==> config.mk <==
export PLATFORM = sky130hd
export DESIGN_NAME = rhsm_cell
export DESIGN_NICKNAME = d
export VERILOG_FILES = /design/src/sv/rhsm_pkg.sv /design/src/sv/rhsm_cell.sv
export SDC_FILE = /design/constraint.sdc
export NUM_CORES = 1
export LEC_CHECK = 0
export ABC_AREA = 0
export BUFFER_PORTS_ARGS = -buffer_cell sky130_fd_sc_hd__buf_4
export CAP_MARGIN = 40
export CORE_ASPECT_RATIO = 1.1
export CORE_MARGIN = 3
export CORE_UTILIZATION = 25
export CTS_BUF_LIST = sky130_fd_sc_hd__clkbuf_2
export CTS_CLUSTER_DIAMETER = 80
export CTS_CLUSTER_SIZE = 14
export DETAILED_ROUTE_END_ITERATION = 10
export PLACE_DENSITY = 0.62
export SETUP_SLACK_MARGIN = 0.5
export SYNTH_ARGS = -nofsm -noshare
export SYNTH_HDL_FRONTEND = slang
export SYNTH_SLANG_ARGS = --single-unit
==> constraint.sdc <==
create_clock -name i_clk -period 1.12 [get_ports i_clk]
set_input_delay 0 -clock i_clk [delete_from_list [all_inputs] [get_ports i_clk]]
set_output_delay 0 -clock i_clk [all_outputs]
set_load 0.02 [all_outputs]
==> src/sv/rhsm_pkg.sv <==
// Shared types, constants and helper functions of the rolling hash substring matcher.
// Used by every module of the block; depends on nothing.
`default_nettype none
package rhsm_pkg;

    localparam int LEN_W  = 5;
    localparam int HASH_W = 26;
    localparam int POS_W  = 32;
    localparam int BYTE_W = 8;
    localparam int PAT_W  = 128;
    localparam int WIN_IDX_W = 4;

    // ceil(2^27 / 3): x * DIV3_MUL >> 27 equals x / 3 for every 26-bit x
    localparam logic [HASH_W-1:0] DIV3_MUL = 26'd44739243;
    localparam int DIV3_SHIFT = 27;

    typedef enum logic [0:0] {
        OP_BYTE = 1'b0,
        OP_END  = 1'b1
    } t_op;

    typedef enum logic [1:0] {
        KIND_HASH  = 2'd0,
        KIND_POS   = 2'd1,
        KIND_SHORT = 2'd2
    } t_kind;

    typedef enum logic [1:0] {
        REG_LEN  = 2'd0,
        REG_LOW  = 2'd1,
        REG_HIGH = 2'd2
    } t_cfg_idx;

    typedef struct packed {
        t_op              op;
        logic [BYTE_W-1:0] text_byte;
    } t_in;

    typedef struct packed {
        t_kind            kind;
        logic [POS_W-1:0] value;
        logic             last;
    } t_out;

    // Per-cycle command broadcast along the window cells
    typedef struct packed {
        logic                 clear;
        logic                 fill;
        logic                 shift;
        logic [WIN_IDX_W-1:0] idx;
        logic [WIN_IDX_W-1:0] len_m1;
        logic [BYTE_W-1:0]    byte_in;
    } t_cell_ctl;

    function automatic logic [HASH_W-1:0] pow3(input logic [WIN_IDX_W-1:0] i);
        logic [HASH_W-1:0] p;
        case (i)
            4'd0:    p = 26'd1;
            4'd1:    p = 26'd3;
            4'd2:    p = 26'd9;
            4'd3:    p = 26'd27;
            4'd4:    p = 26'd81;
            4'd5:    p = 26'd243;
            4'd6:    p = 26'd729;
            4'd7:    p = 26'd2187;
            4'd8:    p = 26'd6561;
            4'd9:    p = 26'd19683;
            4'd10:   p = 26'd59049;
            4'd11:   p = 26'd177147;
            4'd12:   p = 26'd531441;
            4'd13:   p = 26'd1594323;
            4'd14:   p = 26'd4782969;
            default: p = 26'd14348907;
        endcase
        return p;
    endfunction

    // b mod 3 through the reciprocal 171 / 512
    function automatic logic [1:0] mod3(input logic [BYTE_W-1:0] b);
        logic [16:0] prod;
        logic [7:0]  q;
        logic [9:0]  q3;
        logic [9:0]  r;
        prod = 17'(b) * 17'd171;
        q    = prod[16:9];
        q3   = 10'(q) * 10'd3;
        r    = 10'(b) - q3;
        return r[1:0];
    endfunction

    // (b mod 3) * 3^i
    function automatic logic [HASH_W-1:0] hash_term(input logic [BYTE_W-1:0] b,
                                                    input logic [WIN_IDX_W-1:0] i);
        logic [1:0]        m;
        logic [HASH_W-1:0] p;
        logic [HASH_W-1:0] t;
        m = mod3(b);
        p = pow3(i);
        case (m)
            2'd1:    t = p;
            2'd2:    t = p << 1;
            default: t = '0;
        endcase
        return t;
    endfunction

endpackage
`default_nettype wire

==> src/sv/rhsm_cell.sv <==
// One window cell: holds one text byte, fills, shifts toward cell 0, compares to its pattern byte.
// Depends on rhsm_pkg.
`default_nettype none
module rhsm_cell
    import rhsm_pkg::*;
#(
    parameter int CELL_IDX = 0
) (
    input  wire logic              i_clk,
    input  wire logic              i_rst_n,
    input  wire t_cell_ctl         i_ctl,
    input  wire logic [BYTE_W-1:0] i_next,
    input  wire logic [BYTE_W-1:0] i_pat,
    output logic      [BYTE_W-1:0] o_byte,
    output logic                   o_eq
);

    localparam logic [WIN_IDX_W-1:0] MY_IDX = WIN_IDX_W'(CELL_IDX);

    logic [BYTE_W-1:0] r_byte;
    logic [BYTE_W-1:0] n_byte;

    always_comb begin
        n_byte = r_byte;
        if (i_ctl.clear) begin
            n_byte = '0;
        end else if (i_ctl.fill && (i_ctl.idx == MY_IDX)) begin
            n_byte = i_ctl.byte_in;
        end else if (i_ctl.shift) begin
            // cells past the window end hold their byte
            if (MY_IDX < i_ctl.len_m1) begin
                n_byte = i_next;
            end else if (MY_IDX == i_ctl.len_m1) begin
                n_byte = i_ctl.byte_in;
            end
        end
    end

    always_ff @(posedge i_clk) begin
        if (!i_rst_n) begin
            r_byte <= '0;
        end else begin
            r_byte <= n_byte;
        end
    end

    assign o_byte = r_byte;
    assign o_eq   = (r_byte == i_pat);

endmodule
`default_nettype wire

==> key figures <==
Outcome
  – Status: complete, but fails checks
  – Failing checks: negative setup slack

Routing
  – Initial DRC count: 19
  – Antenna viol nets, final: 0
  – Drt pass-1 iters: 4
  – Via count: around 660
  – Vias per std cell: between 5 and 6
  – Drt wl/cell: 16.2 um
  – # DRC: 0
  – Final wirelength: 2000 um

Floorplan
  – Num ports: 46
  – Chip height: 51.7 um
  – Core ar.: 1670 sq um
  – Initial Utilization: 28.5%
  – DIE AREA: 2460 sq um
  – Row Count: 15
  – Die Wd: 47.6 um

Synthesis
  – Yosys cell types: 16
  – Synth Area per Inst: 9.32 sq um
  – Yosys Warn Count: 0
  – Synth Cell Area: about 480 sq um
  – Post-synthesis sequential area ratio: 33.7%
  – Syn_nets: 88
  – Yosys reg bits: 8
  – Gate count after technology mapping: 51

Global routing
  – Met2 Track Usage GR: around a quarter
  – Top Usage Layer GRT: met2
  – Total GRT Usage: around 15%
  – First-pass GRT wire length: approximately 2600 um
  – Initial antenna violation count: 0
  – Met3 GRT Util: under 10%
  – Global-route track usage on met1: between 10% and 20%
  – Vias in the first global route: 659
  – Largest net degree at the start of global routing: 11
  – Total gr overflow: 0

STA
  – Fin. Hold Viols: 0
  – Min Hold Slack: around 0.0073 ns
  – PnR worst setup slack: -0.0589 ns
  – Post-route clock period utilization: 105%
  – Slew @ Worst Pin: 0.463 ns
  – RSZ-0062 raised after global routing: yes
  – Max Freq: 848 MHz
  – Final setup violation count: 1
  – Final TNS setup: -0.0589 ns
  – Worst slew margin: 69.2%
  – Min Tclk post-route: 1.18 ns
  – Clock skew: 0 ns
  – Max-slew violation count: 0

Hold path
  – Hold Path End: o_byte[3]
  – HP Class: input port to flop
  – Hold Path Cell Cnt: 3
  – Hold Crit Start: i_ctl[3]

Finish
  – Nets: 145
  – Post-route cell area: 1110 sq um
  – Number of antenna repair diodes: 0
  – Multi-input logic area: 417 sq um
  – Finished Core Util: 66.6%
  – Fillers: 126
  – Layout Cells excl Fill: between 100 and 150
  – FF+latch area: between 150 and 200 sq um
  – Number of flip-flops in the largest register: 8
  – Share of layout cells above drive strength 1: 80.2%
  – Area Overhead vs Synth: 134%

Setup path
  – Worst EP required: 1.12 ns
  – RR Endpoint: o_byte[6]
  – FF-to-FF setup slack: roughly 0.23 ns
  – Worst setup SP type: flop
  – Worst EP arrival: 1.18 ns
  – Crit. End Element: output pin
  – CP Max Fanout: 3
  – R2r startpoint: o_byte[6]
  – Worst r2r path cells: 3
  – CP Class: flop to output pin

Placement
  – Setup slack at placement: -0.0632 ns
  – Post-DP HPWL: 1290 um
  – Dpl cell area: 853 sq um
  – PortBufs: 45
  – Total placed cells including tap cells: around 110
  – Final GP Congestion: 0.715

Clock tree
  – TritonCTS sink count: 8
  – Root Driver: clkbuf_2
  – Skew-Pair Late Insertion Delay: roughly 0.24 ns
  – CTS tree: done
  – CTS buffer count: 3
  – Clk slew on worst S/H paths: 0.09 ns
  – CTS H-tree lvls: 1
  – Clock buffer depth: 2

Pwr
  – VDD IR max: 0.000511 V
  – Tot Pwr: approximately 0.83 mW
  – PwrDens: ~750 nW/um^2
  – Pleak: about 0.5 nW

Job
  – Max cap viols: 0
## power by group
part           internal, mW  switching, mW  total (mW)
Sequential            0.298         0.0155       0.314
Combinational         0.203          0.138       0.341
Clock                0.0730          0.108       0.181
## worst max-delay path by stage
stage,startpoint,to,slack (ns),depth (start not counted)
floorplan,i_ctl[8],o_byte[0],0.20,3
detailed placement,i_ctl[13],o_byte[7],-0.06,4
finish,o_byte[5],o_eq,-0.06,4
global placement,i_ctl[13],o_byte[0],-0.01,4
global route,o_byte[5],o_eq,-0.14,4
CTS,o_byte[4],o_eq,-0.03,4
## area by class of cell
type / instances / share of cell area (%)
clock buffer: 3 / 1.35
inverter: 8 / 2.70
multi-input combinational: 33 / 37.5
sequential: 8 / 15.7
tap: 17 / 1.91
timing repair buffer: 54 / 40.8
## critical path, stage by stage, from the launching register on
cell,delay (ns)
dfxtp_2,0.35
xnor2_2,0.16
nand4_1,0.16
nor2_4,0.14
buf_6,0.12
## cells in the mapped netlist, drive strengths merged
| cell | number | share of area [%] |
|---|---|---|
| nor4 | 2 | 2.6 |
| nand2b | 1 | 1.3 |
| xnor2 | 8 | 15 |
| nor2 | 1 | 0.79 |
| a221oi | 8 | 16 |
| a22o | 1 | 1.8 |
| clkbuf | 1 | 0.79 |
| o41ai | 1 | 5.8 |
| o22ai | 8 | 12 |
| inv | 8 | 6.3 |
| dfxtp | 8 | 34 |
| nand4 | 2 | 2.6 |
| nand2 | 1 | 0.79 |
| buf | 1 | 0.79 |
## layer usage
layer  up-vias  routed length, um
li1        313                  -
met1       304                698
met2        35               1080
met3         4                194
met4         0                 27
met5         -                  0
## layout by cell type, fill, tap and decap left out, types with 2 or more instances in the layout
cell type  count
xnor2_1        4
dfxtp_4        2
inv_1          8
a221oi_1       2
xnor2_2        4
o22ai_2        3
clkbuf_2       3
buf_4         42
buf_6         11
nand4_1        2
o22ai_1        2
dfxtp_2        6
o22ai_4        3
a221oi_2       6
## cell families (layout without fill, tap and decap cells)
logic type	count (synthesis)	in the layout	share of synthesized area, %
and+or+nand+nor	7	7	8.16
buffers and inverters	10	65	7.89
xor gates and xnor gates	8	8	14.7
AOI/OAI and AO/OA	18	18	35.5
DFF	8	8	33.7
## timing repair
action,in CTS,in global routing
gates cloned,0,0
pin swaps,12,8
hold endpoints to repair,1,3
resized for setup,25,15
buffers inserted,5,2
endpoints found under the setup margin,17,17
(Power assumes the default switching activity.)
