`config.mk`:
```
export PLATFORM = sky130hd
export DESIGN_NAME = rhsm_phash
export DESIGN_NICKNAME = d
export VERILOG_FILES = /design/src/sv/rhsm_pkg.sv /design/src/sv/rhsm_phash.sv
export SDC_FILE = /design/constraint.sdc
export NUM_CORES = 1
export LEC_CHECK = 0
export ABC_AREA = 1
export BUFFER_PORTS_ARGS = -buffer_cell sky130_fd_sc_hd__buf_2
export CAP_MARGIN = 20
export CORE_MARGIN = 2
export CORE_UTILIZATION = 30
export CTS_BUF_LIST = sky130_fd_sc_hd__clkbuf_2
export DETAILED_ROUTE_END_ITERATION = 10
export PLACE_DENSITY_LB_ADDON = 0.3
export SYNTH_ARGS = -nofsm -noshare
export SYNTH_HDL_FRONTEND = slang
export SYNTH_SLANG_ARGS = --single-unit
```
`constraint.sdc`:
```
create_clock -name i_clk -period 25 [get_ports i_clk]
set_input_delay 5 -clock i_clk [delete_from_list [all_inputs] [get_ports i_clk]]
set_output_delay 5 -clock i_clk [all_outputs]
set_load 0.005 [all_outputs]
```
`src/sv/rhsm_pkg.sv`:
```
// Shared types, constants and helper functions of the rolling hash substring matcher.
// Used by every module of the block; depends on nothing.
`default_nettype none
package rhsm_pkg;

    localparam int LEN_W  = 5;
    localparam int HASH_W = 26;
    localparam int POS_W  = 32;
    localparam int BYTE_W = 8;
    localparam int PAT_W  = 128;
    localparam int WIN_IDX_W = 4;

    // ceil(2^27 / 3): x * DIV3_MUL >> 27 equals x / 3 for every 26-bit x
    localparam logic [HASH_W-1:0] DIV3_MUL = 26'd44739243;
    localparam int DIV3_SHIFT = 27;

    typedef enum logic [0:0] {
        OP_BYTE = 1'b0,
        OP_END  = 1'b1
    } t_op;

    typedef enum logic [1:0] {
        KIND_HASH  = 2'd0,
        KIND_POS   = 2'd1,
        KIND_SHORT = 2'd2
    } t_kind;

    typedef enum logic [1:0] {
        REG_LEN  = 2'd0,
        REG_LOW  = 2'd1,
        REG_HIGH = 2'd2
    } t_cfg_idx;

    typedef struct packed {
        t_op              op;
        logic [BYTE_W-1:0] text_byte;
    } t_in;

    typedef struct packed {
        t_kind            kind;
        logic [POS_W-1:0] value;
        logic             last;
    } t_out;

    // Per-cycle command broadcast along the window cells
    typedef struct packed {
        logic                 clear;
        logic                 fill;
        logic                 shift;
        logic [WIN_IDX_W-1:0] idx;
        logic [WIN_IDX_W-1:0] len_m1;
        logic [BYTE_W-1:0]    byte_in;
    } t_cell_ctl;

    function automatic logic [HASH_W-1:0] pow3(input logic [WIN_IDX_W-1:0] i);
        logic [HASH_W-1:0] p;
        case (i)
            4'd0:    p = 26'd1;
            4'd1:    p = 26'd3;
            4'd2:    p = 26'd9;
            4'd3:    p = 26'd27;
            4'd4:    p = 26'd81;
            4'd5:    p = 26'd243;
            4'd6:    p = 26'd729;
            4'd7:    p = 26'd2187;
            4'd8:    p = 26'd6561;
            4'd9:    p = 26'd19683;
            4'd10:   p = 26'd59049;
            4'd11:   p = 26'd177147;
            4'd12:   p = 26'd531441;
            4'd13:   p = 26'd1594323;
            4'd14:   p = 26'd4782969;
            default: p = 26'd14348907;
        endcase
        return p;
    endfunction

    // b mod 3 through the reciprocal 171 / 512
    function automatic logic [1:0] mod3(input logic [BYTE_W-1:0] b);
        logic [16:0] prod;
        logic [7:0]  q;
        logic [9:0]  q3;
        logic [9:0]  r;
        prod = 17'(b) * 17'd171;
        q    = prod[16:9];
        q3   = 10'(q) * 10'd3;
        r    = 10'(b) - q3;
        return r[1:0];
    endfunction

    // (b mod 3) * 3^i
    function automatic logic [HASH_W-1:0] hash_term(input logic [BYTE_W-1:0] b,
                                                    input logic [WIN_IDX_W-1:0] i);
        logic [1:0]        m;
        logic [HASH_W-1:0] p;
        logic [HASH_W-1:0] t;
        m = mod3(b);
        p = pow3(i);
        case (m)
            2'd1:    t = p;
            2'd2:    t = p << 1;
            default: t = '0;
        endcase
        return t;
    endfunction

endpackage
`default_nettype wire

```
`src/sv/rhsm_phash.sv`:
```
// Pattern hash unit: sums (byte mod 3) * 3^i over the pattern, one byte per cycle.
// Restarts on every configuration write. Depends on rhsm_pkg.
`default_nettype none
module rhsm_phash
    import rhsm_pkg::*;
#(
    parameter int MAX_PATTERN = 16
) (
    input  wire logic              i_clk,
    input  wire logic              i_rst_n,
    input  wire logic              i_start,
    input  wire logic [LEN_W-1:0]  i_len,
    input  wire logic [PAT_W-1:0]  i_pattern,
    output logic      [HASH_W-1:0] o_hash,
    output logic                   o_busy
);

    localparam int IDX_W = (MAX_PATTERN > 1) ? $clog2(MAX_PATTERN) : 1;
    localparam logic [IDX_W-1:0] LAST_IDX = IDX_W'(MAX_PATTERN - 1);

    logic [IDX_W-1:0]  r_cnt;
    logic [HASH_W-1:0] r_acc;
    logic              r_busy;
    logic [BYTE_W-1:0] w_pbyte;

    assign w_pbyte = i_pattern[32'(r_cnt) * BYTE_W +: BYTE_W];

    always_ff @(posedge i_clk) begin
        if (!i_rst_n) begin
            r_cnt  <= '0;
            r_acc  <= '0;
            r_busy <= 1'b0;
        end else if (i_start) begin
            r_cnt  <= '0;
            r_acc  <= '0;
            r_busy <= 1'b1;
        end else if (r_busy) begin
            if (LEN_W'(r_cnt) < i_len) begin
                r_acc <= r_acc + hash_term(w_pbyte, WIN_IDX_W'(r_cnt));
            end
            if (r_cnt == LAST_IDX) begin
                r_busy <= 1'b0;
            end else begin
                r_cnt <= r_cnt + 1'b1;
            end
        end
    end

    assign o_hash = r_acc;
    assign o_busy = r_busy;

endmodule
`default_nettype wire

```
==> metrics, run 1 <==
most frequent cells in the layout 209 x nand2_1, 162 x buf_2, 153 x inv_1; Worst Path Required 25.39 ns; mux cell area share after synthesis 0%; gr ovfl total 0; H-tree depth reported by CTS 2; max frequency 83.1 MHz; Synth Area per Inst 6.15 um2; slowest stage delay, CP 0.55 ns; first-pass GRT wire length 26900 um; clock share of power 10.2%; Final Max Slew Viols 0; Clock transition at path regs 0.28 ns; Post-Synth Simple-Gate Area 29.3%; Adder-Cell Fraction of Synth Area 17.4%; Relative slew margins 32.7%; VDD IR max 0.0507 mV; main combinational cell family by area after synthesis simple AND/OR/NAND/NOR gates; worst skew pair latency 0.44 ns; Buffers on Ports 162; Hold Fails Final Rpt 0; Compound-Gate Fraction of Synth Area 19.0%; Final setup viols 0; Critical Path End Type flop; wire per inst 12.7 um; total track usage 16.4%; post-synthesis xor/xnor area fraction 2.22%; Sw Pwr 0.170 mW; count of cell types in the netlist 43; Area Overhead vs Synth 18.4%; core area 18000 um2; Gate power share 65.3%; Pint 0.170 mW; Flop pwr share 24.4%; pwr/cell area 51.9 nW/um2; Die Span X 140 um; commonest non-fill, non-tap cell in the layout nand2_1; Layout Nets 1245; setup TNS 0 ns; Post-CTS Setup Bufs 0; period utilization 48.1%; Cell Area, Synth 5520 um2; Ports 163; Post-route DRC 0; CTS tree done; clk sink count 49; worst min-delay path category flop to flop; worst-margin pin slew 1.01 ns; most frequent cell on the critical path nand2_1; Placer Congestion 0.852; initial antenna violation count 1; YS warnings 0; CP arrival 12.42 ns; switching fraction of total power 50.1%; Via density 4.67; Vias 5932; final clock skew 0.0267 ns; Iteration-0 DRC Markers 252; P_leak 3.65 nW; drt first pass iters 5; die area 19500 um2; final core utilization 36.3%; Setup Crit Path Kind primary input to flop; Num CTS Buffers 5; Routed Antenna Nets 0; Initial Util 30.6%; CP max stage cell fa_1; Clock Path Buffers 2; RSZ-0062 raised after global routing no; max_cap viols 0; count of state elements after synthesis 49; DP Wirelength 12700 um; Worst Setup Start Kind primary input; DRT Wirelength 16100 um; Synth Net Count 1104; CTS root buf clkbuf_2; Mapped Cells 898; status completed; Site Rows 49; Pwr Total 0.340 mW; sequential area share after synthesis 17.8%; pin count of the biggest net entering global routing 68; vias in the first global route 5629; crit path max fanout 16; post-cts gate resize count 0; Die Height 140 um; Min Clock Period, post-route 12.03 ns; CTS Hold Bufs 0; share of layout cells above drive strength 1 19.4%
-- worst paths after layout --
| kind | from | endpoint | slack [ns] | depth (start not counted) |
|---|---|---|---|---|
| hold reg to reg | o_hash[0]$_SDFFE_PP0P_ | o_hash[0]$_SDFFE_PP0P_ | 0.53 | 2 |
| setup reg to reg | r_cnt[0]$_SDFFE_PP0P_ | o_hash[18]$_SDFFE_PP0P_ | 16.00 | 45 |
| hold / removal | o_hash[0]$_SDFFE_PP0P_ | o_hash[0]$_SDFFE_PP0P_ | 0.53 | 2 |
| setup / recovery | i_pattern[67] | o_hash[18]$_SDFFE_PP0P_ | 12.97 | 48 |
-- synth_stat cells (all sizes together) --
| cell | count | area share [%] |
|---|---|---|
| ha | 59 | 13 |
| o21bai | 8 | 1.1 |
| o221ai | 5 | 0.79 |
| a21o | 7 | 0.95 |
| nand3 | 63 | 6.0 |
| dfxtp | 49 | 18 |
| buf | 14 | 2.0 |
| a31oi | 1 | 0.11 |
| a31o | 2 | 0.32 |
| a22oi | 1 | 0.14 |
| nand2 | 212 | 15 |
| a21boi | 2 | 0.27 |
| clkinv | 1 | 0.068 |
| xnor2 | 7 | 1.1 |
| a221oi | 1 | 0.16 |
| a211oi | 2 | 0.27 |
| nand4 | 5 | 0.57 |
| nor3b | 2 | 0.36 |
| xor2 | 7 | 1.1 |
| o211ai | 9 | 1.2 |
| nor4 | 1 | 0.11 |
| and3 | 1 | 0.11 |
| nor2 | 93 | 6.4 |
| fa | 11 | 4.0 |
| clkbuf | 18 | 1.2 |
| a21oi | 43 | 3.9 |
| o21ai | 77 | 7.0 |
| inv | 164 | 11 |
| o22ai | 19 | 2.2 |
| or2 | 3 | 0.34 |
| o21a | 4 | 0.54 |
| nor3 | 7 | 0.84 |
-- power groups by stage --
stage | Clock [mW] | Sequential, mW | Combinational (mW)
after floorplan | 0 | 0.0842 | 0.175
after global placement | 0 | 0.0846 | 0.216
after detailed placement | 0 | 0.0846 | 0.221
after CTS | 0.0369 | 0.0832 | 0.223
after global routing | 0.0403 | 0.0836 | 0.261
final | 0.0347 | 0.0830 | 0.222
-- layout make-up --
cell class                      count  area, um2
Antenna cell                        1       2.50
Clock buffer                        6       30.0
Clock inverter                      2       13.8
Fill cell                        2051      11500
Inverter                          165        619
Multi-Input combinational cell    652       3740
Sequential cell                    49        982
Tap cell                          229        287
Timing Repair Buffer              166        861
-- stage by stage --
step	std cells	worst slack, ns	hold slack, ns	area (um2)
final	1270	12.97	0.535	6540
after global routing	1270	12.22	0.572	6540
after detailed placement	1261	12.50	0.507	6490
after CTS	1269	13.00	0.540	6540
after floorplan	898	13.45	0.479	5520
after global placement	1260	12.60	0.488	6470
-- worst max-delay path: cells and delay by family --
family,cells,cell delay (ns)
AOI/OAI and AO/OA,7,1.50
xor gates and xnor gates,1,0.15
adders and majority gates,8,3.08
buffers and inverters,11,0.78
and+or+nand+nor,21,1.88
-- cell families after synthesis --
group	count (synthesis)
DFF	49
adders and majority gates	70
xor gates and xnor gates	14
and+or+nand+nor	387
buffers and inverters	197
AOI/OAI and AO/OA	181
-- routing by layer --
metal  wire length, um  GRT usage, %  vias up
met1              7460          21.3     2624
met2              7710          29.1      122
met5                 0             0        -
met4               348          3.95        0
met3               554          1.79       25
li1                  -             -     3161
(Power assumes the default switching activity.)
==> run 2, diff against run 1 <==
==> constraint.sdc (replaced) <==
create_clock -name i_clk -period 10.2 [get_ports i_clk]
set_input_delay 2.04 -clock i_clk [delete_from_list [all_inputs] [get_ports i_clk]]
set_output_delay 2.04 -clock i_clk [all_outputs]
set_load 0.005 [all_outputs]
==> run 2 against run 1 <==
Clock skew rose by 0.00094 ns. Global-route usage fell by 0.22 points. Final area barely moved. Worst hold slack got worse by 0.0047 ns. Routed wire length fell by 0.34%. Critical path depth did not move. Combinational power rose by 140%. Power rose by 140%. Sequential power rose by 150%. Critical path type unchanged. Critical endpoint unchanged. Highest routed layer unchanged.
==> metrics, run 2 (same netlist as run 1, synthesis figures left out) <==
Area Overhead vs Synth 18.4%; P_leak 3.65 nW; Ports 163; VDD IR max 0.184 mV; Seq. cell area 982 um2; area occupied by multi-input gates 3740 um2; Iteration-0 DRC Markers 289; RR Endpoint o_hash[18]$_SDFFE_PP0P_; CTS root buf clkbuf_2; pwr/cell area 126 nW/um2; core area 18000 um2; Num CTS Buffers 5; drt first pass iters 5; Worst Setup Start Kind primary input; Vias 5985; DP Wirelength 12800 um; Relative slew margins 31.7%; Initial Util 30.6%; Final setup viols 0; Site Rows 49; CP arrival 9.42 ns; Worst Path Required 10.58 ns; Buffers on Ports 162; final clock skew 0.0276 ns; initial antenna violation count 0; Cells after DPL 1261; DRT Wirelength 16000 um; H-tree depth reported by CTS 2; fillers 2026; Placer Congestion 0.854; Finished Layout Cells 1269; vias in the first global route 5508; commonest non-fill, non-tap cell in the layout nand2_1; total track usage 16.2%; status completed; setup TNS 0 ns; Hold Startpoint o_hash[0]$_SDFFE_PP0P_; antenna cell count 0; post-cts gate resize count 0; CP max stage cell fa_1; RSZ-0062 raised after global routing no; period utilization 88.7%; first-pass GRT wire length 26600 um; Routed Antenna Nets 0; Hold Path End o_hash[0]$_SDFFE_PP0P_; Post-CTS Setup Bufs 0; Post-route DRC 0; share of layout cells above drive strength 1 19.3%; max_cap viols 0; Clock Path Buffers 2; hold path depth 2; crit path max fanout 16; Final Max Slew Viols 0; max frequency 111 MHz; R2R setup slack 1.70 ns; CTS Hold Bufs 0; Layout Nets 1245; Critical Path End Type flop; clk sink count 49; Die Height 140 um; worst-margin pin slew 1.02 ns; Die Span X 140 um; most frequent cell on the critical path nand2_1; R2R depth 46; worst min-delay path category flop to flop; wire per inst 12.6 um; CTS tree done; Min Clock Period, post-route 9.04 ns; die area 19500 um2; Hold Fails Final Rpt 0; most frequent cells in the layout 209 x nand2_1, 162 x buf_2, 153 x inv_1; worst skew pair latency 0.44 ns; Clock transition at path regs 0.27 ns; worst r2r src r_cnt[0]$_SDFFE_PP0P_; Setup Crit Path Kind primary input to flop; slowest stage delay, CP 0.55 ns; gr ovfl total 0; pin count of the biggest net entering global routing 67; Via density 4.72
run 2: changes by cell type in the layout (fill, tap and decap cells not counted):
cell      previous run  this run
clkbuf_2             6         5
diode_2              1         0
clkinv_1             1         2
inv_6                1         0
clkinv_4             0         1
run 2: area by class of cell:
cell class | count | area share, %
inverter | 165 | 9.48
sequential | 49 | 15.0
clock inverter | 3 | 0.268
multi-input combinational | 652 | 57.3
timing repair buffer | 166 | 13.2
tap | 229 | 4.38
clock buffer | 5 | 0.383
run 2: worst max-delay path by stage:
stage / from / endpoint / slack (ns) / cells past startpoint
global route: i_pattern[99] / o_hash[18]$_SDFFE_PP0P_ / 0.43 / 48
detailed placement: i_pattern[67] / o_hash[18]$_SDFFE_PP0P_ / 0.68 / 48
finish: i_pattern[99] / o_hash[18]$_SDFFE_PP0P_ / 1.16 / 48
CTS: i_pattern[67] / o_hash[18]$_SDFFE_PP0P_ / 1.21 / 48
global placement: i_pattern[67] / o_hash[18]$_SDFFE_PP0P_ / 0.77 / 48
floorplan: i_pattern[99] / o_hash[23]$_SDFFE_PP0P_ / 1.61 / 48
run 2: power breakdown:
part,leakage (nW),switching (mW),total (mW),internal (mW)
registers,0.398,0.00557,0.204,0.198
logic,3.22,0.343,0.540,0.198
clock network,0.0304,0.0657,0.0821,0.0163
run 2: metal layers:
metal	track usage (%)	vias to the layer above	wire (um)
met1	21.1	2654	7430
met5	0	-	0
met4	4.00	0	328
li1	-	3167	-
met2	28.7	138	7700
met3	1.62	26	565
run 2: stage by stage:
stage	setup WS, ns	instance area [um2]	hold WS (ns)	total power, mW	util [%]
after floorplan	1.61	5520	0.479	0.636	-
after global placement	0.771	6470	0.486	0.738	35.9
after detailed placement	0.679	6490	0.514	0.750	36.0
after CTS	1.21	6540	0.543	0.838	36.3
after global routing	0.429	6540	0.556	0.932	36.3
final	1.16	6540	0.530	0.826	36.3
run 2: worst max-delay path: cells and delay by family:
kind            cells  cell delay, ns
fa+ha+maj           8            3.06
simple gates       21            1.86
compound gates      7            1.47
buf+inv            11            0.78
xor+xnor            1            0.16
